<file path="src/sv/lrukv_pkg.sv">
`timescale 1ns / 1ps
package lrukv_pkg;

  localparam int MAX_ENTRIES_DEF = 16;
  localparam int CAP_W           = 5;
  localparam int KEY_W           = 32;
  localparam int VAL_W           = 32;

  localparam logic [CAP_W-1:0] CAP_RESET  = CAP_W'(16);
  localparam logic [VAL_W-1:0] MISS_VALUE = '1;

  localparam logic CMD_GET = 1'b0;
  localparam logic CMD_SET = 1'b1;

  typedef struct packed {
    logic capture;
    logic lookup;
    logic update;
    logic load_out;
  } ctl_cmd_t;

endpackage

</file>
<file path="src/sv/lrukv_ctrl.sv">
`timescale 1ns / 1ps
module lrukv_ctrl (
  input  logic                clk,
  input  logic                rst_n,
  input  logic                in_valid,
  output logic                in_stall,
  output logic                out_valid,
  input  logic                out_stall,
  output lrukv_pkg::ctl_cmd_t cmd
);
  import lrukv_pkg::*;

  typedef enum logic [1:0] {
    S_IDLE,
    S_LOOKUP,
    S_UPDATE,
    S_RESP
  } state_t;

  state_t state_r, state_nxt;
  logic   in_stall_r, out_valid_r;
  logic   out_free;

  assign out_free = !out_valid_r || !out_stall;

  always_comb begin
    cmd          = '0;
    cmd.capture  = (state_r == S_IDLE) && in_valid && !in_stall_r;
    cmd.lookup   = (state_r == S_LOOKUP);
    cmd.update   = (state_r == S_UPDATE);
    cmd.load_out = (state_r == S_RESP) && out_free;
  end

  always_comb begin
    state_nxt = state_r;
    case (state_r)
      S_IDLE:   if (cmd.capture) state_nxt = S_LOOKUP;
      S_LOOKUP: state_nxt = S_UPDATE;
      S_UPDATE: state_nxt = S_RESP;
      S_RESP:   if (cmd.load_out) state_nxt = S_IDLE;
      default:  state_nxt = S_IDLE;
    endcase
  end

  always_ff @(posedge clk) begin
    if (!rst_n) begin
      state_r     <= S_IDLE;
      in_stall_r  <= 1'b0;
      out_valid_r <= 1'b0;
    end else begin
      state_r    <= state_nxt;
      in_stall_r <= (state_nxt != S_IDLE);
      if (cmd.load_out) begin
        out_valid_r <= 1'b1;
      end else if (!out_stall) begin
        out_valid_r <= 1'b0;
      end
    end
  end

  assign in_stall  = in_stall_r;
  assign out_valid = out_valid_r;

`ifndef ASSERT_OFF
  a_capture_to_lookup: assert property (@(posedge clk) disable iff (!rst_n)
    cmd.capture |=> (state_r == S_LOOKUP))
    else $error("transfer in did not start a lookup");

  a_resp_waits: assert property (@(posedge clk) disable iff (!rst_n)
    (state_r == S_RESP && out_valid_r && out_stall) |=> (state_r == S_RESP))
    else $error("result overwrote a pending transfer");

  a_load_sets_valid: assert property (@(posedge clk) disable iff (!rst_n)
    cmd.load_out |=> out_valid_r)
    else $error("loaded result not presented");

  a_stall_busy: assert property (@(posedge clk) disable iff (!rst_n)
    (state_r != S_IDLE) |-> in_stall_r)
    else $error("input open while busy");
`endif

endmodule

</file>
<file path="src/sv/lrukv_dp.sv">
`timescale 1ns / 1ps
module lrukv_dp #(
  parameter int MAX_ENTRIES = lrukv_pkg::MAX_ENTRIES_DEF
) (
  input  logic                                clk,
  input  logic                                rst_n,
  input  lrukv_pkg::ctl_cmd_t                 cmd,
  input  logic                                cfg_valid,
  input  logic [lrukv_pkg::CAP_W-1:0]         cfg_capacity_in_use,
  input  logic                                in_cmd,
  input  logic signed [lrukv_pkg::KEY_W-1:0]  in_key,
  input  logic signed [lrukv_pkg::VAL_W-1:0]  in_write_value,
  output logic                                out_hit,
  output logic signed [lrukv_pkg::VAL_W-1:0]  out_read_value
);
  import lrukv_pkg::*;

  localparam int IDXW  = (MAX_ENTRIES > 1) ? $clog2(MAX_ENTRIES) : 1;
  localparam int RANKW = IDXW;
  localparam int FILLW = $clog2(MAX_ENTRIES + 1);
  localparam int CMPW  = (FILLW > CAP_W) ? FILLW : CAP_W;

  logic [CAP_W-1:0]       cap_r;
  logic                   req_cmd_r;
  logic [KEY_W-1:0]       req_key_r;
  logic [VAL_W-1:0]       req_wval_r;

  logic [KEY_W-1:0]       key_r   [MAX_ENTRIES];
  logic [RANKW-1:0]       rank_r  [MAX_ENTRIES];
  logic [MAX_ENTRIES-1:0] valid_r;
  logic [FILLW-1:0]       fill_count_r;
  logic [VAL_W-1:0]       val_mem [MAX_ENTRIES];
  logic [VAL_W-1:0]       rd_r;

  logic [MAX_ENTRIES-1:0] match;
  logic [IDXW-1:0]        hit_idx, free_idx, victim_idx;
  logic [FILLW-1:0]       fill_last;
  logic [CMPW-1:0]        cap_ext, eff_cap;
  logic                   has_room;

  logic                   lk_hit_nxt, lk_upd_nxt, lk_all_nxt, lk_new_nxt, lk_wkey_nxt;
  logic [IDXW-1:0]        lk_slot_nxt;
  logic [RANKW-1:0]       lk_below_nxt;
  logic                   lk_hit_r, lk_upd_r, lk_all_r, lk_new_r, lk_wkey_r;
  logic [IDXW-1:0]        lk_slot_r;
  logic [RANKW-1:0]       lk_below_r;

  logic                   out_hit_r;
  logic [VAL_W-1:0]       out_read_value_r;

  always_ff @(posedge clk) begin
    if (!rst_n) begin
      cap_r <= CAP_RESET;
    end else if (cfg_valid) begin
      cap_r <= cfg_capacity_in_use;
    end
  end

  always_ff @(posedge clk) begin
    if (cmd.capture) begin
      req_cmd_r  <= in_cmd;
      req_key_r  <= in_key;
      req_wval_r <= in_write_value;
    end
  end

  assign fill_last = fill_count_r - FILLW'(1);

  always_comb begin
    cap_ext = CMPW'(cap_r);
    eff_cap = cap_ext;
    if (cap_ext == '0) begin
      eff_cap = CMPW'(1);
    end else if (cap_ext > CMPW'(MAX_ENTRIES)) begin
      eff_cap = CMPW'(MAX_ENTRIES);
    end
    has_room = CMPW'(fill_count_r) < eff_cap;
  end

  always_comb begin
    match      = '0;
    hit_idx    = '0;
    free_idx   = '0;
    victim_idx = '0;
    for (int i = 0; i < MAX_ENTRIES; i++) begin
      match[i] = valid_r[i] && (key_r[i] == req_key_r);
    end
    for (int i = MAX_ENTRIES - 1; i >= 0; i--) begin
      if (match[i]) hit_idx = IDXW'(i);
      if (!valid_r[i]) free_idx = IDXW'(i);
    end
    for (int i = 0; i < MAX_ENTRIES; i++) begin
      if (valid_r[i] && rank_r[i] == RANKW'(fill_last)) victim_idx = IDXW'(i);
    end
  end

  always_comb begin
    lk_hit_nxt   = |match;
    lk_upd_nxt   = 1'b0;
    lk_all_nxt   = 1'b0;
    lk_new_nxt   = 1'b0;
    lk_wkey_nxt  = 1'b0;
    lk_slot_nxt  = hit_idx;
    lk_below_nxt = rank_r[hit_idx];
    if (|match) begin
      lk_upd_nxt = 1'b1;
    end else if (req_cmd_r == CMD_SET) begin
      lk_upd_nxt  = 1'b1;
      lk_wkey_nxt = 1'b1;
      if (has_room) begin
        lk_slot_nxt = free_idx;
        lk_all_nxt  = 1'b1;
        lk_new_nxt  = 1'b1;
      end else if (|valid_r) begin
        lk_slot_nxt  = victim_idx;
        lk_below_nxt = rank_r[victim_idx];
      end else begin
        lk_slot_nxt = '0;
        lk_all_nxt  = 1'b1;
        lk_new_nxt  = 1'b1;
      end
    end
  end

  always_ff @(posedge clk) begin
    if (!rst_n) begin
      lk_upd_r <= 1'b0;
    end else if (cmd.lookup) begin
      lk_upd_r <= lk_upd_nxt;
    end
  end

  always_ff @(posedge clk) begin
    if (cmd.lookup) begin
      lk_hit_r   <= lk_hit_nxt;
      lk_all_r   <= lk_all_nxt;
      lk_new_r   <= lk_new_nxt;
      lk_wkey_r  <= lk_wkey_nxt;
      lk_slot_r  <= lk_slot_nxt;
      lk_below_r <= lk_below_nxt;
    end
  end

  always_ff @(posedge clk) begin
    if (!rst_n) begin
      valid_r      <= '0;
      fill_count_r <= '0;
      for (int i = 0; i < MAX_ENTRIES; i++) begin
        rank_r[i] <= '0;
      end
    end else if (cmd.update && lk_upd_r) begin
      for (int i = 0; i < MAX_ENTRIES; i++) begin
        if (IDXW'(i) == lk_slot_r) begin
          rank_r[i] <= '0;
        end else if (valid_r[i] && (lk_all_r || rank_r[i] < lk_below_r)) begin
          rank_r[i] <= rank_r[i] + RANKW'(1);
        end
      end
      if (lk_new_r) begin
        valid_r[lk_slot_r] <= 1'b1;
        fill_count_r       <= fill_count_r + FILLW'(1);
      end
    end
  end

  always_ff @(posedge clk) begin
    if (cmd.update && lk_wkey_r) begin
      key_r[lk_slot_r] <= req_key_r;
    end
  end

  always_ff @(posedge clk) begin
    if (cmd.update) begin
      rd_r <= val_mem[lk_slot_r];
      if (lk_upd_r && req_cmd_r == CMD_SET) begin
        val_mem[lk_slot_r] <= req_wval_r;
      end
    end
  end

  always_ff @(posedge clk) begin
    if (cmd.load_out) begin
      out_hit_r        <= lk_hit_r;
      out_read_value_r <= (lk_hit_r && req_cmd_r == CMD_GET) ? rd_r : MISS_VALUE;
    end
  end

  assign out_hit        = out_hit_r;
  assign out_read_value = out_read_value_r;

`ifndef ASSERT_OFF
  a_keys_unique: assert property (@(posedge clk) disable iff (!rst_n)
    cmd.lookup |-> $onehot0(match))
    else $error("key present in more than one entry");

  a_fill_matches_valid: assert property (@(posedge clk) disable iff (!rst_n)
    $countones(valid_r) == int'(fill_count_r))
    else $error("fill count out of step with valid entries");

  a_fill_bound: assert property (@(posedge clk) disable iff (!rst_n)
    int'(fill_count_r) <= MAX_ENTRIES)
    else $error("fill count above entry count");

  a_new_slot_free: assert property (@(posedge clk) disable iff (!rst_n)
    (cmd.update && lk_upd_r && lk_new_r) |-> !valid_r[lk_slot_r])
    else $error("fill into an occupied entry");
`endif

endmodule

</file>
<file path="src/sv/lru_key_value_cache_core.sv">
`timescale 1ns / 1ps
// Channel | Ports                                        | Direction
// in      | in_valid, in_stall, in_cmd, in_key,          | request in
//         | in_write_value                               |
// out     | out_valid, out_stall, out_hit, out_read_value| result out
// cfg     | cfg_valid, cfg_ready, cfg_capacity_in_use    | register write
//
// Each request passes in turn through transfer, key compare,
// rank/state update with value memory read, result register load.
// rst_n is synchronous: clears valid bits, ranks, fill count, capacity to 16.
// A stalled result holds in the output register; one more request can be
// taken and waits for it at the result load step. cfg_ready is always high.
module lru_key_value_cache_core #(
  parameter int MAX_ENTRIES = lrukv_pkg::MAX_ENTRIES_DEF
) (
  input  logic                                clk,
  input  logic                                rst_n,
  input  logic                                in_valid,
  output logic                                in_stall,
  input  logic                                in_cmd,
  input  logic signed [lrukv_pkg::KEY_W-1:0]  in_key,
  input  logic signed [lrukv_pkg::VAL_W-1:0]  in_write_value,
  output logic                                out_valid,
  input  logic                                out_stall,
  output logic                                out_hit,
  output logic signed [lrukv_pkg::VAL_W-1:0]  out_read_value,
  input  logic                                cfg_valid,
  output logic                                cfg_ready,
  input  logic [lrukv_pkg::CAP_W-1:0]         cfg_capacity_in_use
);
  import lrukv_pkg::*;

  ctl_cmd_t cmd;

  assign cfg_ready = 1'b1;

  lrukv_ctrl u_ctrl (
    .clk       (clk),
    .rst_n     (rst_n),
    .in_valid  (in_valid),
    .in_stall  (in_stall),
    .out_valid (out_valid),
    .out_stall (out_stall),
    .cmd       (cmd)
  );

  lrukv_dp #(
    .MAX_ENTRIES (MAX_ENTRIES)
  ) u_dp (
    .clk                 (clk),
    .rst_n               (rst_n),
    .cmd                 (cmd),
    .cfg_valid           (cfg_valid),
    .cfg_capacity_in_use (cfg_capacity_in_use),
    .in_cmd              (in_cmd),
    .in_key              (in_key),
    .in_write_value      (in_write_value),
    .out_hit             (out_hit),
    .out_read_value      (out_read_value)
  );

endmodule

</file>
<file path="config.mk">
export PLATFORM = sky130hd
export DESIGN_NAME = lru_key_value_cache_core
export DESIGN_NICKNAME = d
export VERILOG_FILES = /design/src/sv/lrukv_pkg.sv /design/src/sv/lrukv_ctrl.sv /design/src/sv/lrukv_dp.sv /design/src/sv/lru_key_value_cache_core.sv
export SDC_FILE = /design/constraint.sdc
export NUM_CORES = 2
export LEC_CHECK = 0
export BUFFER_PORTS_ARGS = -buffer_cell sky130_fd_sc_hd__buf_2
export CORE_ASPECT_RATIO = 0.7
export CORE_MARGIN = 2
export CORE_UTILIZATION = 47
export DETAILED_ROUTE_END_ITERATION = 6
export PLACE_DENSITY = 0.71
export SLEW_MARGIN = 20
export SYNTH_ARGS = -nofsm -noshare
export SYNTH_HDL_FRONTEND = slang
export SYNTH_SLANG_ARGS = --single-unit
</file>
<file path="constraint.sdc">
create_clock -name clk -period 22.8 [get_ports clk]
set_input_delay 2.28 -clock clk [delete_from_list [all_inputs] [get_ports clk]]
set_output_delay 2.28 -clock clk [all_outputs]
set_load 0.05 [all_outputs]
</file>
==> impl_metrics.csv <==
group,metric,value,unit
outcome,status,"finished clean",
synth,synth.area.mux_share,7.50,%
clocking,cts_hold_buf,0,
floorplan,coreArea,0.115,mm^2
place,portBuffers,109,
global_routing,overflow,0,
sta,worstMarginPinSlew,1.16,ns
power_and_ir_drop,p_switching,1260,uW
clocking,cts_buffers,118,
power_and_ir_drop,power.internal,3920,uW
clocking,cts_tree,"built",
sta,setup_viol,0,
synth,synth_area_per_cell,16.4,um^2
finish,antenna_cells,0,
sta,setup_tns,0,ns
detailed_routing,drtIter0Drc,3567,
synth,synth_edf_count,1229,
synth,synth_area_leaders,"edfxtp_1 (67%), xor2_1 (6.6%), mux4_2 (6.6%)",
detailed_routing,wl_per_cell,26.5,um
sta,period_minus_slack,4.87,ns
synth,synth-simple-area-share,7.94,%
detailed_routing,wl,137,mm
critical_path,timing.rr.end,"u_dp.lk_below_r[0]",
min_path,whs_path_depth,0,
place,placedInstanceArea,0.0573,mm^2
synth,synthTopCellsByCount,"edfxtp_1 (1229), xor2_1 (415), xnor2_1 (192), nor2_1 (174), nor4_1 (166)",
global_routing,grt_util_all_layers,22.6,%
synth,yosysUniqueCellTypes,78,
sta,skew,0.0774,ns
critical_path,path_max_fanout,51,
floorplan,die_w,412,um
global_routing,grt_pass1_wl,200,mm
critical_path,reg2reg_from,"u_dp.req_key_r[24]",
critical_path,crit_chain,"buf_4, xor2_1, nor4b_1, nand4_1, or4_1, nor2b_1, o21ai_1, o31a_2, buf_4, mux2_1, nand3b_1, o21ai_0, a211oi_1, a22oi_1",
clocking,clock-sinks,1260,
synth,synth_top_family_by_area,"XOR/XNOR gates",
critical_path,arrival,5.28,ns
floorplan,die_h,290,um
sta,rsz0062_at_grt,"no",
sta,slew_headroom,22.6,%
critical_path,path_class,"reg -> reg",
sta,max_freq,205,MHz
detailed_routing,ant_nets,0,
clocking,clk_latency,0.76,ns
sta,final_hold_viol_count,0,
finish,final_area,0.0613,mm^2
synth,synth_most_common_cell,"edfxtp_1",
synth,synth_compound_area_share,2.69,%
floorplan,start_util,47.5,%
place,place_hpwl,79.9,mm
finish,nNetsFinal,3664,
floorplan,ios,111,
critical_path,path_common_cell,"buf_4",
power_and_ir_drop,power_leakage,0.0201,uW
detailed_routing,drc,0,
synth,synth_top_area_share,67.2,%
critical_path,required,23.21,ns
finish,synthToLayoutAreaGrowth,11.6,%
critical_path,cp_slowest_cell,"or4_1",
clocking,ctsResizeCount,0,
sta,slew_viol_final,0,
synth,synth_xor_area_share,9.83,%
critical_path,cpLargestDelayFamily,"simple AND/OR/NAND/NOR gates",
sta,period_share,21.3,%
clocking,post_cts_buffers,0,
global_routing,grt_pass1_vias,29800,
power_and_ir_drop,comb_power_share,9.6,%
detailed_routing,vias,30800,
critical_path,ff2ff_path_depth,14,
synth,yosys.area.top_type,"edfxtp_1",
synth,synth_fa_ha_area_share,1.60,%
synth,synth-async-reset-ratio,0,%
synth,synth_ff_type,"edfxtp_1",
synth,synthCells,3352,
power_and_ir_drop,seqPwrFrac,51.9,%
power_and_ir_drop,ir_worst_vdd,83.6,uV
detailed_routing,drtPass1Iterations,5,
synth,syn_area,0.0549,mm^2
critical_path,endpoint_kind,"flip-flop",
critical_path,r2r_slack,17.93,ns
critical_path,cp_num_buf_inv,2,
power_and_ir_drop,switching_share,24.3,%
power_and_ir_drop,p_clk_share,38.5,%
global_routing,grt_max_degree,136,
power_and_ir_drop,power-per-cell-area,84.6,mW/mm^2
critical_path,start_kind,"flip-flop",
synth,synth_nets,3497,
global_routing,antenna_found_initial,3,
floorplan,placement_rows,104,
synth,yosysSeqAreaShare,68.4,%
finish,drive_gt1_share,17.2,%
clocking,clock_path_buffers,3,
clocking,root_buffer,"clkbuf_16",
min_path,min_from,"u_dp.lk_hit_r",
detailed_routing,vias_per_cell,5.98,
min_path,hold_path_end,"u_dp.out_hit",
clocking,clk_pin_slew_worst_paths,0.06,ns
critical_path,slowest_delay,0.72,ns
floorplan,die-area,0.120,mm^2
run,maxCapViolations,0,
synth,yosysWarnings,0,
min_path,min_path_type,"reg -> reg",
place,gp_congestion,0.929,
clocking,htree_num_levels,3,
synth,ys_seq_elements,1260,
## cell families (layout without fill, tap and decap cells)
kind of cell,Yosys count,count (layout)
and+or+nand+nor,794,794
DFF,1260,1260
muxes,209,209
AOI/OAI and AO/OA,207,207
buffers and inverters,200,467
xor gates and xnor gates,611,611
adders and majority gates,70,70
other,1,1
## worst reg2reg max path: cells and delay by family (launching register included)
kind	cells	cell delay [ns]
AO/OA/AOI/OAI	5	0.91
XOR/XNOR	1	0.17
buffers and inverters	2	0.93
flip-flops	1	0.70
multiplexers	1	0.41
AND/OR/NAND/NOR	5	1.46
## sequential cells by signal (all words and copies together), names as in the netlist, 2 cells and up
signal / flops
u_ctrl.state_r: 2
u_dp.cap_ext: 5
u_dp.fill_count_r: 5
u_dp.key_r: 512
u_dp.lk_below_r: 4
u_dp.lk_slot_r: 4
u_dp.out_read_value: 32
u_dp.rank_r: 64
u_dp.rd_r: 32
u_dp.req_key_r: 32
u_dp.req_wval_r: 32
u_dp.val_mem: 512
u_dp.valid_r: 16
## placed cells by master (no fill, tap or decap), drive strengths merged, types with 7 or more instances in the layout
cell / Yosys / final
nor2: 175 / 175
and2: 10 / 10
a211oi: 13 / 13
xor2: 415 / 415
nand4: 88 / 88
o21ai: 31 / 31
nor2b: 12 / 12
a31oi: 15 / 15
o211ai: 26 / 26
nor4: 168 / 168
nor4b: 16 / 16
or4: 17 / 17
a21oi: 41 / 41
o2111ai: 20 / 20
nand3: 68 / 68
clkinv: 0 / 64
nand2: 90 / 90
and3: 8 / 8
nand2b: 50 / 50
nand4b: 15 / 15
ha: 70 / 70
buf: 92 / 204
dfxtp: 31 / 31
mux4: 160 / 160
clkbuf: 65 / 131
a21o: 34 / 34
inv: 43 / 46
nor3: 44 / 44
clkinvlp: 0 / 7
edfxtp: 1229 / 1229
mux2: 16 / 16
bufinv: 0 / 15
or2: 9 / 9
xnor2: 194 / 194
mux2i: 33 / 33
## layout make-up
| type | instances | area, um^2 |
|---|---|---|
| Fill cell | 9021 | 54100 |
| Clock buffer | 131 | 3000 |
| Multi-Input combinational cell | 1892 | 16400 |
| Timing Repair Buffer | 204 | 1280 |
| Clock inverter | 89 | 950 |
| Inverter | 43 | 161 |
| Sequential cell | 1260 | 37500 |
| Tap cell | 1537 | 1920 |
## power by group through the flow
stage	Combinational [uW]	Sequential [uW]	Clock, uW
after floorplan	322	2740	0
after global placement	489	2730	0
after detailed placement	496	2740	0
after CTS	498	2690	2020
after global routing	534	2690	2110
final	500	2690	1990
## worst max-delay path by stage
stage | start | end | slack, ns | cells past startpoint
floorplan | in_valid | u_dp.req_cmd_r | 13.18 | 1
global placement | u_dp.fill_count_r[0] | u_dp.lk_below_r[0] | 17.91 | 14
detailed placement | u_dp.fill_count_r[0] | u_dp.lk_below_r[0] | 17.80 | 14
CTS | u_dp.fill_count_r[0] | u_dp.lk_below_r[0] | 17.78 | 14
global route | u_dp.fill_count_r[0] | u_dp.lk_below_r[1] | 17.69 | 14
finish | u_dp.req_key_r[24] | u_dp.lk_below_r[0] | 17.93 | 14
## stage by stage
step / setup WS, ns / power, uW / utilization [%] / cells / hold WS (ns)
floorplan: 13.18 / 3060 / - / 3352 / 0.418
global placement: 17.91 / 3220 / 49.7 / 4936 / 0.476
detailed placement: 17.80 / 3230 / 49.7 / 4936 / 0.483
CTS: 17.78 / 5210 / 53.1 / 5156 / 0.500
global route: 17.69 / 5340 / 53.1 / 5156 / 0.507
finish: 17.93 / 5180 / 53.1 / 5156 / 0.494
## metal layers
| layer | part of all wire [%] | GRT usage [%] |
|---|---|---|
| met1 | 44 | 34.5 |
| met2 | 45 | 33.6 |
| met3 | 9.1 | 4.57 |
| met4 | 2.1 | 5.01 |
| met5 | 0.020 | 0 |
Power figures use the tool's default switching activity.
